[src/design/tif_pkg.sv]
// Shared types and constants for the timed item FIFO.
// No dependencies; used by tif_seq and timed_item_fifo_unit.

package tif_pkg;

   // Field widths of one queue entry, of the operation code and of the reported count
   localparam int CLASS_W     = 2;
   localparam int COUNT_W     = 16;
   localparam int ENTRY_W     = CLASS_W + COUNT_W;
   localparam int OP_W        = 2;
   localparam int COUNT_OUT_W = 4;

   // Operation codes
   localparam logic [OP_W-1:0] OP_PUSH = 2'd0;
   localparam logic [OP_W-1:0] OP_POP  = 2'd1;
   localparam logic [OP_W-1:0] OP_TICK = 2'd2;

   // Report for an empty queue
   localparam logic [CLASS_W-1:0] EMPTY_CLASS     = 2'd0;
   localparam logic [COUNT_W-1:0] EMPTY_COUNTDOWN = 16'd1;

   // Sequencer states
   typedef enum logic [1:0] {
      ST_IDLE,
      ST_TICK,
      ST_READ,
      ST_DONE
   } state_type;

   // Entry memory port strobes
   typedef struct packed {
      logic wr_en;
      logic rd_en;
   } ram_ctl_type;

endpackage

[src/design/tif_ram.sv]
// Generic single-write, single-read synchronous RAM with registered read data.
// No dependencies.

module tif_ram #(
   parameter int WIDTH = 18,
   parameter int DEPTH = 8
) (
   input  logic                     clock,
   input  logic                     wr_en,
   input  logic [$clog2(DEPTH)-1:0] wr_addr,
   input  logic [WIDTH-1:0]         wr_data,
   input  logic                     rd_en,
   input  logic [$clog2(DEPTH)-1:0] rd_addr,
   output logic [WIDTH-1:0]         rd_data
);

   logic [WIDTH-1:0] mem_ff [DEPTH];
   logic [WIDTH-1:0] rd_data_ff;

   // Write one entry, register one read; hold read data when not reading
   always_ff @(posedge clock) begin
      if (wr_en) begin
         mem_ff[wr_addr] <= wr_data;
      end
      if (rd_en) begin
         rd_data_ff <= mem_ff[rd_addr];
      end
   end

   assign rd_data = rd_data_ff;

endmodule

[src/design/tif_seq.sv]
// Sequencer of the timed item FIFO: pointers, occupancy, the countdown walk
// over the entry memory and the result register. Uses tif_pkg.

module tif_seq #(
   parameter int QUEUE_DEPTH = 8
) (
   input  logic                                 clock,
   input  logic                                 reset,
   // request channel
   input  logic                                 req_valid,
   output logic                                 req_ready,
   input  logic [tif_pkg::OP_W-1:0]             req_op,
   input  logic [tif_pkg::CLASS_W-1:0]          req_box_class,
   input  logic [tif_pkg::COUNT_W-1:0]          req_delay_ms,
   // response channel
   output logic                                 rsp_valid,
   input  logic                                 rsp_ready,
   output logic [tif_pkg::CLASS_W-1:0]          rsp_front_class,
   output logic [tif_pkg::COUNT_W-1:0]          rsp_front_countdown,
   output logic [tif_pkg::COUNT_OUT_W-1:0]      rsp_entry_count,
   output logic                                 rsp_push_dropped,
   // entry memory
   output tif_pkg::ram_ctl_type                 ram_ctl,
   output logic [$clog2(QUEUE_DEPTH)-1:0]       ram_wr_addr,
   output logic [tif_pkg::ENTRY_W-1:0]          ram_wr_data,
   output logic [$clog2(QUEUE_DEPTH)-1:0]       ram_rd_addr,
   input  logic [tif_pkg::ENTRY_W-1:0]          ram_rd_data
);

   localparam int PTR_W = $clog2(QUEUE_DEPTH);
   localparam int OCC_W = $clog2(QUEUE_DEPTH + 1);
   localparam logic [PTR_W-1:0] LAST_PTR = PTR_W'(QUEUE_DEPTH - 1);
   localparam logic [OCC_W-1:0] FULL_OCC = OCC_W'(QUEUE_DEPTH);

   tif_pkg::state_type state_ff, state_in;

   logic [PTR_W-1:0] rptr_ff, rptr_in;
   logic [PTR_W-1:0] wptr_ff, wptr_in;
   logic [OCC_W-1:0] occ_ff, occ_in;
   logic             dropped_ff, dropped_in;
   logic [PTR_W-1:0] tick_ptr_ff, tick_ptr_in;
   logic [OCC_W-1:0] tick_left_ff, tick_left_in;
   logic             wb_valid_ff, wb_valid_in;
   logic [PTR_W-1:0] wb_addr_ff, wb_addr_in;

   logic                            rsp_valid_ff, rsp_valid_in;
   logic                            rsp_load;
   logic [tif_pkg::CLASS_W-1:0]     rsp_class_ff, rsp_class_in;
   logic [tif_pkg::COUNT_W-1:0]     rsp_countdown_ff, rsp_countdown_in;
   logic [tif_pkg::COUNT_OUT_W-1:0] rsp_count_ff, rsp_count_in;
   logic                            rsp_dropped_ff, rsp_dropped_in;

   logic [tif_pkg::COUNT_W-1:0]     rd_countdown;
   logic [tif_pkg::CLASS_W-1:0]     rd_class;
   logic [tif_pkg::COUNT_W-1:0]     dec_countdown;
   logic                            out_free;

   // Wrap a pointer at the queue depth
   function automatic logic [PTR_W-1:0] next_ptr(input logic [PTR_W-1:0] p);
      next_ptr = (p == LAST_PTR) ? '0 : p + 1'b1;
   endfunction

   assign rd_countdown  = ram_rd_data[tif_pkg::COUNT_W-1:0];
   assign rd_class      = ram_rd_data[tif_pkg::ENTRY_W-1:tif_pkg::COUNT_W];
   assign dec_countdown = (rd_countdown == '0) ? '0 : rd_countdown - 1'b1;
   assign out_free      = !rsp_valid_ff || rsp_ready;

   // Next state, memory strobes and result load
   always_comb begin
      state_in         = state_ff;
      rptr_in          = rptr_ff;
      wptr_in          = wptr_ff;
      occ_in           = occ_ff;
      dropped_in       = dropped_ff;
      tick_ptr_in      = tick_ptr_ff;
      tick_left_in     = tick_left_ff;
      wb_valid_in      = wb_valid_ff;
      wb_addr_in       = wb_addr_ff;
      rsp_valid_in     = rsp_valid_ff && !rsp_ready;
      rsp_load         = 1'b0;
      req_ready        = 1'b0;
      ram_ctl          = '0;
      ram_wr_addr      = wptr_ff;
      ram_wr_data      = {req_box_class, req_delay_ms};
      ram_rd_addr      = rptr_ff;

      case (state_ff)
         tif_pkg::ST_IDLE: begin
            req_ready = 1'b1;
            if (req_valid) begin
               dropped_in = 1'b0;
               state_in   = tif_pkg::ST_READ;
               case (req_op)
                  tif_pkg::OP_PUSH: begin
                     if (occ_ff == FULL_OCC) begin
                        dropped_in = 1'b1;
                     end else begin
                        ram_ctl.wr_en = 1'b1;
                        wptr_in       = next_ptr(wptr_ff);
                        occ_in        = occ_ff + 1'b1;
                     end
                  end
                  tif_pkg::OP_POP: begin
                     if (occ_ff != '0) begin
                        rptr_in = next_ptr(rptr_ff);
                        occ_in  = occ_ff - 1'b1;
                     end
                  end
                  tif_pkg::OP_TICK: begin
                     tick_ptr_in  = rptr_ff;
                     tick_left_in = occ_ff;
                     wb_valid_in  = 1'b0;
                     state_in     = tif_pkg::ST_TICK;
                  end
                  default: begin
                     // unused code: report status only
                  end
               endcase
            end
         end

         tif_pkg::ST_TICK: begin
            // write back the entry read last cycle, read the next one
            if (wb_valid_ff) begin
               ram_ctl.wr_en = 1'b1;
               ram_wr_addr   = wb_addr_ff;
               ram_wr_data   = {rd_class, dec_countdown};
            end
            if (tick_left_ff != '0) begin
               ram_ctl.rd_en = 1'b1;
               ram_rd_addr   = tick_ptr_ff;
               wb_valid_in   = 1'b1;
               wb_addr_in    = tick_ptr_ff;
               tick_ptr_in   = next_ptr(tick_ptr_ff);
               tick_left_in  = tick_left_ff - 1'b1;
            end else begin
               wb_valid_in = 1'b0;
               state_in    = tif_pkg::ST_READ;
            end
         end

         tif_pkg::ST_READ: begin
            ram_ctl.rd_en = 1'b1;
            state_in      = tif_pkg::ST_DONE;
         end

         tif_pkg::ST_DONE: begin
            if (out_free) begin
               rsp_load     = 1'b1;
               rsp_valid_in = 1'b1;
               state_in     = tif_pkg::ST_IDLE;
            end
         end

         default: begin
            state_in = tif_pkg::ST_IDLE;
         end
      endcase

      // Form the status beat from the head entry
      if (occ_ff == '0) begin
         rsp_class_in     = tif_pkg::EMPTY_CLASS;
         rsp_countdown_in = tif_pkg::EMPTY_COUNTDOWN;
      end else begin
         rsp_class_in     = rd_class;
         rsp_countdown_in = rd_countdown;
      end
      rsp_count_in   = tif_pkg::COUNT_OUT_W'(occ_ff);
      rsp_dropped_in = dropped_ff;
   end

   // Control registers
   always_ff @(posedge clock) begin
      if (reset) begin
         state_ff     <= tif_pkg::ST_IDLE;
         rptr_ff      <= '0;
         wptr_ff      <= '0;
         occ_ff       <= '0;
         wb_valid_ff  <= 1'b0;
         rsp_valid_ff <= 1'b0;
      end else begin
         state_ff     <= state_in;
         rptr_ff      <= rptr_in;
         wptr_ff      <= wptr_in;
         occ_ff       <= occ_in;
         wb_valid_ff  <= wb_valid_in;
         rsp_valid_ff <= rsp_valid_in;
      end
   end

   // Payload registers
   always_ff @(posedge clock) begin
      dropped_ff   <= dropped_in;
      tick_ptr_ff  <= tick_ptr_in;
      tick_left_ff <= tick_left_in;
      wb_addr_ff   <= wb_addr_in;
      if (rsp_load) begin
         rsp_class_ff     <= rsp_class_in;
         rsp_countdown_ff <= rsp_countdown_in;
         rsp_count_ff     <= rsp_count_in;
         rsp_dropped_ff   <= rsp_dropped_in;
      end
   end

   assign rsp_valid           = rsp_valid_ff;
   assign rsp_front_class     = rsp_class_ff;
   assign rsp_front_countdown = rsp_countdown_ff;
   assign rsp_entry_count     = rsp_count_ff;
   assign rsp_push_dropped    = rsp_dropped_ff;

endmodule

[src/design/timed_item_fifo_unit.sv]
// Top level of the timed item FIFO: sequencer plus entry memory.
// Uses tif_pkg, tif_ram and tif_seq.

// A circular queue of QUEUE_DEPTH entries (class and 16-bit countdown) held in
// one synchronous RAM. Each request beat is a push, a pop or a tick; every
// request returns one response beat with the head class, head countdown
// (class 0 and countdown 1 when empty), the entry count (low 4 bits) and a
// flag for a push dropped on a full queue. Every request passes the read and
// done states to the response register; a tick first walks the occupied
// entries through the RAM, one read-modify-write per cycle. One request is in
// flight at a time; a finished response waits in an output register, so the
// next request is taken before it is collected.

module timed_item_fifo_unit #(
   parameter int QUEUE_DEPTH = 8
) (
   input  logic                                 clock,
   input  logic                                 reset,
   input  logic                                 req_valid,
   output logic                                 req_ready,
   input  logic [tif_pkg::OP_W-1:0]             req_op,
   input  logic [tif_pkg::CLASS_W-1:0]          req_box_class,
   input  logic [tif_pkg::COUNT_W-1:0]          req_delay_ms,
   output logic                                 rsp_valid,
   input  logic                                 rsp_ready,
   output logic [tif_pkg::CLASS_W-1:0]          rsp_front_class,
   output logic [tif_pkg::COUNT_W-1:0]          rsp_front_countdown,
   output logic [tif_pkg::COUNT_OUT_W-1:0]      rsp_entry_count,
   output logic                                 rsp_push_dropped
);

   localparam int PTR_W = $clog2(QUEUE_DEPTH);

   tif_pkg::ram_ctl_type          ram_ctl;
   logic [PTR_W-1:0]              ram_wr_addr;
   logic [tif_pkg::ENTRY_W-1:0]   ram_wr_data;
   logic [PTR_W-1:0]              ram_rd_addr;
   logic [tif_pkg::ENTRY_W-1:0]   ram_rd_data;

   // Queue control and response register
   tif_seq #(
      .QUEUE_DEPTH(QUEUE_DEPTH)
   ) u_seq (
      .clock               (clock),
      .reset               (reset),
      .req_valid           (req_valid),
      .req_ready           (req_ready),
      .req_op              (req_op),
      .req_box_class       (req_box_class),
      .req_delay_ms        (req_delay_ms),
      .rsp_valid           (rsp_valid),
      .rsp_ready           (rsp_ready),
      .rsp_front_class     (rsp_front_class),
      .rsp_front_countdown (rsp_front_countdown),
      .rsp_entry_count     (rsp_entry_count),
      .rsp_push_dropped    (rsp_push_dropped),
      .ram_ctl             (ram_ctl),
      .ram_wr_addr         (ram_wr_addr),
      .ram_wr_data         (ram_wr_data),
      .ram_rd_addr         (ram_rd_addr),
      .ram_rd_data         (ram_rd_data)
   );

   // Entry store: class over countdown
   tif_ram #(
      .WIDTH(tif_pkg::ENTRY_W),
      .DEPTH(QUEUE_DEPTH)
   ) u_ram (
      .clock   (clock),
      .wr_en   (ram_ctl.wr_en),
      .wr_addr (ram_wr_addr),
      .wr_data (ram_wr_data),
      .rd_en   (ram_ctl.rd_en),
      .rd_addr (ram_rd_addr),
      .rd_data (ram_rd_data)
   );

`ifndef NO_ASSERTIONS
   // The walk never reads the entry it is writing back
   a_no_rw_collision: assert property (@(posedge clock) disable iff (reset)
      (ram_ctl.wr_en && ram_ctl.rd_en) |-> (ram_wr_addr != ram_rd_addr))
      else $error("entry memory read and written at the same address");

   // A dropped push is only reported on a full queue
   a_drop_when_full: assert property (@(posedge clock) disable iff (reset)
      (rsp_valid && rsp_push_dropped) |->
         (rsp_entry_count == tif_pkg::COUNT_OUT_W'(QUEUE_DEPTH)))
      else $error("push dropped while queue not full");

   // An empty queue reports the idle head
   a_empty_report: assert property (@(posedge clock) disable iff (reset)
      (rsp_valid && (rsp_entry_count == '0) && (QUEUE_DEPTH < 16)) |->
         ((rsp_front_class == tif_pkg::EMPTY_CLASS) &&
          (rsp_front_countdown == tif_pkg::EMPTY_COUNTDOWN)))
      else $error("empty queue reported a head entry");

   // No new request is taken while a walk or read is under way
   a_one_in_flight: assert property (@(posedge clock) disable iff (reset)
      (req_valid && req_ready) |=> !req_ready)
      else $error("request taken while previous one in flight");
`endif

endmodule
[config.mk]
export PLATFORM = sky130hd
export DESIGN_NAME = timed_item_fifo_unit
export DESIGN_NICKNAME = d
export VERILOG_FILES = /design/src/design/tif_pkg.sv /design/src/design/tif_ram.sv /design/src/design/tif_seq.sv /design/src/design/timed_item_fifo_unit.sv
export SDC_FILE = /design/constraint.sdc
export NUM_CORES = 1
export LEC_CHECK = 0
export BUFFER_PORTS_ARGS = -buffer_cell sky130_fd_sc_hd__buf_2
export CORE_UTILIZATION = 45
export CTS_BUF_LIST = sky130_fd_sc_hd__clkbuf_16
export CTS_CLUSTER_DIAMETER = 60
export DETAILED_ROUTE_END_ITERATION = 10
export PLACE_DENSITY_LB_ADDON = 0.3
export SYNTH_ARGS = -nofsm -noshare
export SYNTH_HDL_FRONTEND = slang
export SYNTH_SLANG_ARGS = --single-unit
[constraint.sdc]
create_clock -name clock -period 8.8 [get_ports clock]
set_clock_uncertainty 0.05 [all_clocks]
set_input_delay 0 -clock clock [delete_from_list [all_inputs] [get_ports clock]]
set_output_delay 0 -clock clock [all_outputs]
set_load 0.05 [all_outputs]
[Word level (Yosys, flattened, before mapping)]
Memories as Yosys holds them, arrays and structs flattened. A register that Yosys moved wholly into a read port is not among the register bits.
Index checks and enable logic that the tools add are counted.
Operators by class
  add/sub/neg operators: 7
  eq/ne operators: 16
  muxes and demuxes: 44
  bitwise operators: 1
  reductions and logical operators: 20
Operators with widths (number)
  $mux 18: 2
  $mux 3: 10
  $mux 4: 5
  $logic_not 16->1: 1
  $mux 16: 1
  $pmux 4 s2: 2
  $sub 16x1->16 const B: 1
  $mux 1: 15
  $reduce_and 4->1: 3
  $add 3x1->3 const B: 3
  $eq 3x3->1 const B: 3
  $mux 2: 4
  $ne 2x2->1 const B: 4
  $pmux 2 s4: 1
  $reduce_bool 4->1: 2
  $sub 4x1->4 const B: 2
  $eq 2x2->1 const B: 3
  $ne 2x1->1 const B: 3
  $pmux 1 s2: 3
  $pmux 3 s2: 1
  $reduce_and 3->1: 2
  $reduce_and 5->1: 1
  $add 4x1->4 const B: 1
  $eq 2x1->1 const B: 2
  9 further kinds: 13
Word-level totals
  flip-flop bits (word level): 48
  bits in writable memories: 144
  input port bits: 24
  output and inout port bits: 25
  word-level logic and storage cells: 103
  memories kept: 1
Memories
  u_ram.mem_ff: words 8, bits a word 18, read ports 1, clocked after Yosys merged registers in 1, wr ports 1, RTL line tif_ram.sv:17  | logic [WIDTH-1:0] mem_ff [DEPTH];

[Depth between registers and ports, before layout]
Gate-level depths: netlist of the first run.
  depth after elaboration: 7
  depth in mapped cells: 10
  gate-level depth less buffers: 8

[Cells and area by module]
Synthesis of the first run repeated with hierarchy kept, for this count alone.
Second synthesis, totals
  cells, all modules: 518
  area, all modules: 8894.8 sq um
By module, submodules not included
  tif_ram: instances 1, cells an instance 239, area each 6144.6 sq um, seq. area each 4864.7 sq um
  tif_seq: instances 1, cells an instance 279, area each 2750.1 sq um, seq. area each 1301.2 sq um

[Least setup slack after synthesis of the first run]
OpenSTA, ideal clock, no wires.
  kind: reg2reg
  start point: reg u_seq.state_ff[0]
  end point: mem u_ram.mem_ff[4][0], enable pin
  setup time: 0.392 ns
  data arrival time: 2.900 ns
  required time: 8.358 ns
  setup slack: 5.458 ns
  stages on the path, launching flop included: 8
  buffers on the path: 0
  clock period less this slack: 3.342 ns
  cell sequence: dfxtp_1 -> inv_1 -> ha_1 -> nand2_1 -> a2111oi_2 -> and3_1 -> a21oi_1 -> nor2_1
On the way
  longest elaborated chain between the ends: 4
  elaborated cells on any way between the ends: 6
  those cells by class: eq/ne: 1; mux: 4; reduce/logical: 1
RTL lines
  from (decl): RTL line tif_seq.sv:35  | tif_pkg::state_type state_ff, state_in;
  from (signal assigned): RTL line tif_seq.sv:175  | state_ff <= tif_pkg::ST_IDLE;
  from (signal assigned): RTL line tif_seq.sv:182  | state_ff <= state_in;
  $eq 2x1->1 / $logic_not 2->1 (equally long branches): RTL line tif_seq.sv:87  | case (state_ff)
  $pmux 1 s2: RTL line tif_seq.sv:87
  $mux 1: RTL line tif_ram.sv:22  | if (wr_en) begin
  $mux 1 (not written as such): RTL line tif_ram.sv:23  | mem_ff[wr_addr] <= wr_data;
  to (decl): RTL line tif_ram.sv:17
Several ways; a longest one is shown, not always the timed one.

[Worst setup path after layout of the first run]
  start point: reg u_seq.state_ff[1]
  end point: reg u_ram.rd_data_ff[3] (netlist: u_ram.rd_data[3]), read port of u_ram.mem_ff (data pin)
On the way
  longest elaborated chain between the ends: 2
  elaborated cells on any way between the ends: 4
  those cells by class: eq/ne: 2; mux: 2
RTL lines
  $eq 2x2->1 / $eq 2x1->1 (equally long branches): RTL line tif_seq.sv:87
  $pmux 1 s2 / $mux 3 (equally long branches): RTL line tif_seq.sv:87
  to (decl): RTL line tif_ram.sv:18  | logic [WIDTH-1:0] rd_data_ff;
Several ways; a longest one is shown, not always the timed one.
A chain may end at the register's enable or synchronous reset.

==> results of run 1 <==
==> critical path, stage by stage, from the launching register on <==
cell and delay (ns):
dfxtp_1 0.35, inv_1 0.09, ha_1 0.65, inv_2 0.20
o21ai_4 0.18, buf_4 0.57, nand2_1 0.93, a211oi_1 0.52
o31ai_1 0.13
==> per-layer routing <==
metal | routed length, um | global-route usage [%] | vias up
met4 | 365 | 5.98 | 0
met1 | 9060 | 27.9 | 3014
met3 | 1810 | 4.08 | 31
met2 | 10200 | 34.8 | 276
met5 | 0 | 0 | -
li1 | - | - | 2770
==> synthesized netlist by cell type (4+ instances only) <==
cell type	number	share of area, %
edfxtp_1	196	64
o21ai_0	46	2.5
and3_1	41	2.8
a211oi_1	38	3.1
nor2_1	38	1.6
clkbuf_1	35	1.4
nand2_1	30	1.2
a311oi_1	19	1.8
o31ai_1	19	1.6
a221o_1	18	2.0
a32oi_1	18	1.7
nor2b_1	18	1.2
ha_1	16	2.2
inv_1	16	0.65
dfxtp_1	14	3.1
a21oi_1	12	0.65
nor3_1	11	0.60
xnor2_1	11	1.0
o21ai_1	10	0.55
xor2_1	7	0.67
mux2i_1	6	0.65
a31oi_1	5	0.34
buf_2	5	0.27
nand2b_1	4	0.27
==> final timing paths <==
| check | startpoint | to | slack, ns |
|---|---|---|---|
| setup reg to reg | u_seq.state_ff[1]$_SDFFE_PP0P_ | u_ram.rd_data[3]$_DFFE_PP_ | 4.81 |
| hold reg to reg | u_seq.dropped_ff$_SDFFCE_PP0P_ | u_seq.rsp_push_dropped$_DFFE_PP_ | 0.38 |
| setup / recovery | u_seq.state_ff[1]$_SDFFE_PP0P_ | u_ram.rd_data[3]$_DFFE_PP_ | 4.81 |
| hold / removal | req_box_class[0] | u_ram.mem_ff[0][16]$_DFFE_PP_ | 0.02 |
==> layout make-up <==
| class | instances | share of cell area (%) |
|---|---|---|
| clock buffer | 23 | 5.51 |
| clock inverter | 17 | 0.863 |
| inverter | 17 | 0.611 |
| multi-input combinational | 405 | 26.7 |
| sequential | 210 | 59.1 |
| tap | 265 | 3.18 |
| timing repair buffer | 70 | 4.08 |
==> power by group through the flow <==
stage	logic [mW]	registers [mW]	clock network, mW
after CTS	0.571	1.28	0.858
final	0.573	1.28	0.847
after detailed placement	0.565	1.30	0
after global routing	0.630	1.29	0.892
after floorplan	0.386	1.32	0
after global placement	0.541	1.30	0
==> stage by stage <==
step                      instance area, um2  instances  utilization [%]  setup slack, ns  hold slack [ns]
after floorplan                         9180        674                -             5.46           0.0191
after global placement                  9690        959             49.2             5.13            0.273
after detailed placement                9690        959             49.2             4.85            0.279
after CTS                              10400       1007             52.9             4.90           0.0129
after global routing                   10400       1007             52.9             4.50           0.0599
final                                  10400       1007             52.9             4.81           0.0224
==> cell families (layout without fill, tap and decap cells) <==
kind of cell    after synthesis  in the layout  share of synthesized area, %
buf+inv                      59            127                          2.62
fa+ha+maj                    17             17                          2.40
simple gates                166            166                          9.79
xor+xnor                     18             18                          1.72
flops                       210            210                          67.2
compound gates              196            196                          15.4
mux                           8              8                         0.900
==> cell usage in the layout (no fill, tap or decap), types with 4 or more instances in the layout <==
cell type | synthesis | layout
clkbuf_16 | 0 | 23
o31ai_1 | 19 | 19
nor2_1 | 38 | 38
a31oi_1 | 5 | 5
a221o_1 | 18 | 18
xnor2_1 | 11 | 11
edfxtp_1 | 196 | 196
a21oi_1 | 12 | 12
a211oi_1 | 38 | 38
a32oi_1 | 18 | 18
nand2_1 | 30 | 30
nand2b_1 | 4 | 4
buf_4 | 1 | 14
nor2b_1 | 18 | 17
and3_1 | 41 | 41
a311oi_1 | 19 | 19
buf_2 | 5 | 48
o21ai_0 | 46 | 46
dlygate4sd3_1 | 0 | 8
dfxtp_1 | 14 | 14
inv_1 | 16 | 22
clkinv_2 | 0 | 6
mux2i_1 | 6 | 6
nor3_1 | 11 | 11
ha_1 | 16 | 16
xor2_1 | 7 | 7
o21ai_1 | 10 | 9
==> state kept, by name, indices dropped and copies added (netlist names), 2 cells and up <==
register                   cells
u_seq.rptr_ff                  3
u_seq.tick_left_ff             4
u_ram.mem_ff                 144
u_seq.wb_addr_ff               3
u_seq.rsp_entry_count          4
u_seq.occ_ff                   4
u_seq.rsp_front_class          2
u_seq.state_ff                 2
u_seq.wptr_ff                  3
u_ram.rd_data                 18
u_seq.rsp_front_countdown     16
u_seq.tick_ptr_ff              3
==> what timing repair did <==
action	CTS	global route
setup endpoints to repair	0	0
hold endpoints to repair	32	0
hold buffers	8	0
==> key figures, run 1 <==
Worst setup path
  • Critical Setup Path Class: register to register
  • Worst Reg-to-Reg Cells: 8
  • CP Data Arrival Time: 4.19 ns
  • Crit path max fanout: 73
  • Worst Path Required: 9.00 ns
  • Startpoint types: register
  • Setup crit end kind: register

Outcome
  • Outcome: finished, final reports clean

STA
  • Slew HR: 13.0%
  • Crit path time final: 3.99 ns
  • Hold Fails Final Rpt: 0
  • Worst-Margin Slew: 1.30 ns
  • Max-slew violation count: 0
  • Setup_tns: 0 ns
  • Final period util: 45.3%
  • Final setup fails: 0
  • RSZ-0062 raised after global routing: false
  • Fmax: 0.251 GHz

Clock tree
  • CTS Buf Count: 22
  • PostCTS Resize Cnt: 0
  • Setup Buffers After CTS: 0
  • TritonCTS Sinks: 210
  • Clock-pin slew on the worst setup and hold paths: 0.06 ns
  • Clock Tree Root: clkbuf_16
  • Longest Clk Path Bufs: 3
  • Worst skew pair latency: 0.52 ns
  • CTS tree: done
  • H-Tree Depth: 1

Yosys
  • Synth Flop Type: edfxtp_1
  • Synth async-reset ratio: 0%
  • Register bit total from synthesis: 210
  • Post-synth EDFFs: 196
  • Post-synth net total: 715
  • Mapped Area: 9180 um2
  • Avg Inst Size Synth: 13.6 um2
  • Warnings from Yosys: 0
  • Synth cell types: 56
  • Mapped Cells: 674
  • Seq/Total Area, Yosys: 67.2%

Detailed routing
  • Vias per cell: 6.05
  • Initial DRC count: 484
  • DRC Markers: 0
  • Initial DRT Pass Iterations: 5
  • Post-route ant nets: 0
  • Via count: 6091
  • Wire per inst: 21.2 um
  • Routed WL: 21400 um

Final layout
  • Area grow syn2layout: 13.7%
  • Layout cells sized above 1: 15.1%
  • Fin nets: 767
  • Filler cells: 1621
  • FF/Latch Area: 6170 um2
  • Multi-input logic area: 2790 um2
  • Antenna diode count: 0

Pwr
  • Total power draw: 2.70 mW
  • Leakage: 3.54 nW
  • NetSw: 0.818 mW
  • Switching share of total power: 30.3%
  • Combinational power share: 21.2%
  • P_int: 1.89 mW
  • Power Density: 259 nW/um2
  • Reg power frac: 47.5%
  • VDD IR max: 0.134 mV
  • Clock power frac: 31.3%

Floorplan
  • Initial cell density of the core: 46.6%
  • Area of the core: 19700 um2
  • Die area: 21000 um2
  • Die W: 145 um
  • IO Pins: 49
  • Row cnt: 51
  • Die Ht: 145 um

Global route
  • Tot GR Track Use: 20.9%
  • Initial antenna violation count: 0
  • Pin count of the biggest net entering global routing: 74
  • Global route overflow: 0
  • Vias in the first global route: 5941
  • First-pass GRT wire length: 32900 um

Hold path
  • Min-Delay Path Class: input pin to register
  • Min-Delay Path Depth: 3

Run
  • Max-Cap Viols: 0

Place
  • Port bufs: 48
  • Gpl congestion: 0.826
  • Detailed placement HPWL: 13000 um
Note: power is estimated with default switching activity, not from simulation.
==> inputs of run 2 (changes only) <==
clock period = 4 ns   (was 8.8 ns; I/O delays follow)
==> key figures, run 2 (synthesized netlist as in run 1, its figures left out) <==
Outcome
  • Outcome: finished, final reports clean

STA
  • RSZ-0062 raised after global routing: false
  • Fmax: 0.321 GHz
  • Final period util: 77.8%
  • Worst Slack Setup Final: 0.888 ns
  • Setup_tns: 0 ns
  • Max-slew violation count: 0
  • Worst-Margin Slew: 1.07 ns
  • Min Hold Slack: 0.0622 ns
  • Final setup fails: 0
  • Hold Fails Final Rpt: 0
  • Slew HR: 28.5%
  • Crit path time final: 3.11 ns

Detailed routing
  • Metal2 WL: 10400 um
  • Max Used Layer: met4
  • Post-route ant nets: 0
  • Initial DRT Pass Iterations: 7
  • Met1 wire length: 9250 um
  • Via count: 6188
  • Metal3 WL: 2140 um
  • Vias per cell: 5.98
  • Initial DRC count: 694
  • DRC Markers: 0
  • Wire per inst: 21.6 um
  • Routed WL: 22300 um

Pwr
  • VDD IR max: 0.258 mV
  • Power Density: 576 nW/um2
  • Leakage: 3.70 nW

Clock tree
  • Longest Clk Path Bufs: 3
  • CTS Buf Count: 22
  • CTS tree: done
  • Setup Buffers After CTS: 0
  • Clock Tree Root: clkbuf_16
  • Clock-pin slew on the worst setup and hold paths: 0.06 ns
  • H-Tree Depth: 1
  • TritonCTS Sinks: 210
  • PostCTS Resize Cnt: 0
  • Worst skew pair latency: 0.50 ns
  • Cts hold-fix bufs: 18

Place
  • Port bufs: 48
  • Post-place setup slack: 0.969 ns
  • Detailed placement HPWL: 13500 um
  • Gpl congestion: 0.784
  • Cells after DPL: 977

Global route
  • Vias in the first global route: 5915
  • Tot GR Track Use: 21.9%
  • First-pass GRT wire length: 34000 um
  • Pin count of the biggest net entering global routing: 42
  • Global route overflow: 0
  • Initial antenna violation count: 0

Worst setup path
  • Critical Setup Path Class: register to register
  • CP Data Arrival Time: 3.30 ns
  • Crit path max fanout: 36
  • Startpoint types: register
  • Setup crit end kind: register
  • Worst Path Required: 4.19 ns

Floorplan
  • IO Pins: 49
  • Die area: 21000 um2
  • Die Ht: 145 um
  • Row cnt: 51
  • Initial cell density of the core: 46.6%
  • Die W: 145 um
  • Area of the core: 19700 um2

Hold path
  • Min-Delay Path Class: input pin to register

Final layout
  • Commonest non-fill, non-tap cell in the layout: edfxtp_1
  • Fin util: 54.4%
  • Antenna diode count: 0
  • Commonest cells after routing, fill and taps aside: edfxtp_1, buf_2, o21ai_0
  • Register name with the most flops: u_ram.mem_ff
  • Area grow syn2layout: 17.0%
  • Max reg flops: 144
  • Layout cells sized above 1: 17.0%
  • Final cell count without fillers: 1034
  • Fin nets: 795

Run
  • Max-Cap Viols: 0
run 2: changes by cell type in the layout (fill, tap and decap cells not counted), sizes merged:
cell | previous run | this run
buf | 62 | 80
dlygate4sd3 | 8 | 18
inv | 24 | 19
bufinv | 0 | 3
clkinv | 9 | 11
clkinvlp | 1 | 0
run 2: power by group:
group | internal, mW | total (mW) | switching (mW)
Combinational | 0.470 | 1.32 | 0.849
Sequential | 2.67 | 2.83 | 0.160
Clock | 1.23 | 2.04 | 0.808
run 2: worst max-delay path, stage by stage, from the launching register on:
cell and delay (ns):
dfxtp_1 0.34, inv_1 0.09, ha_1 0.66, inv_2 0.19, o21ai_4 0.34, buf_4 0.32
nand2_1 0.08, buf_4 0.27, a211oi_1 0.36, o31ai_1 0.12
run 2: per-layer routing:
layer / GRT usage [%] / up-vias
li1: - / 2827
met1: 29.8 / 2995
met2: 35.6 / 326
met3: 4.08 / 40
met4: 6.81 / 0
met5: 0 / -
run 2: layout make-up:
class / count / area [um2]
fillers: 1575 / 8980
clock inverters: 16 / 151
repair buffers: 98 / 661
well taps: 265 / 332
multi-input cells: 405 / 2790
flip-flops and latches: 210 / 6170
clock buffers: 23 / 576
inverters: 17 / 63.8
run 2: through the flow:
step	total power, mW	instance area, um2
after floorplan	3.75	9180
after global placement	4.10	9830
after detailed placement	4.16	9830
after CTS	6.20	10700
after global routing	6.45	10700
final	6.19	10700
run 2: path summary, 6_finish.rpt:
kind                                       start                               end  slack, ns  depth (start not counted)
setup / recovery  u_seq.state_ff[1]$_SDFFE_PP0P_        u_ram.rd_data[8]$_DFFE_PP_       0.89                          9
hold / removal                  req_box_class[0]     u_ram.mem_ff[6][16]$_DFFE_PP_       0.06                          3
setup reg to reg  u_seq.state_ff[1]$_SDFFE_PP0P_        u_ram.rd_data[8]$_DFFE_PP_       0.89                          9
hold reg to reg   u_seq.dropped_ff$_SDFFCE_PP0P_  u_seq.rsp_push_dropped$_DFFE_PP_       0.37                          0
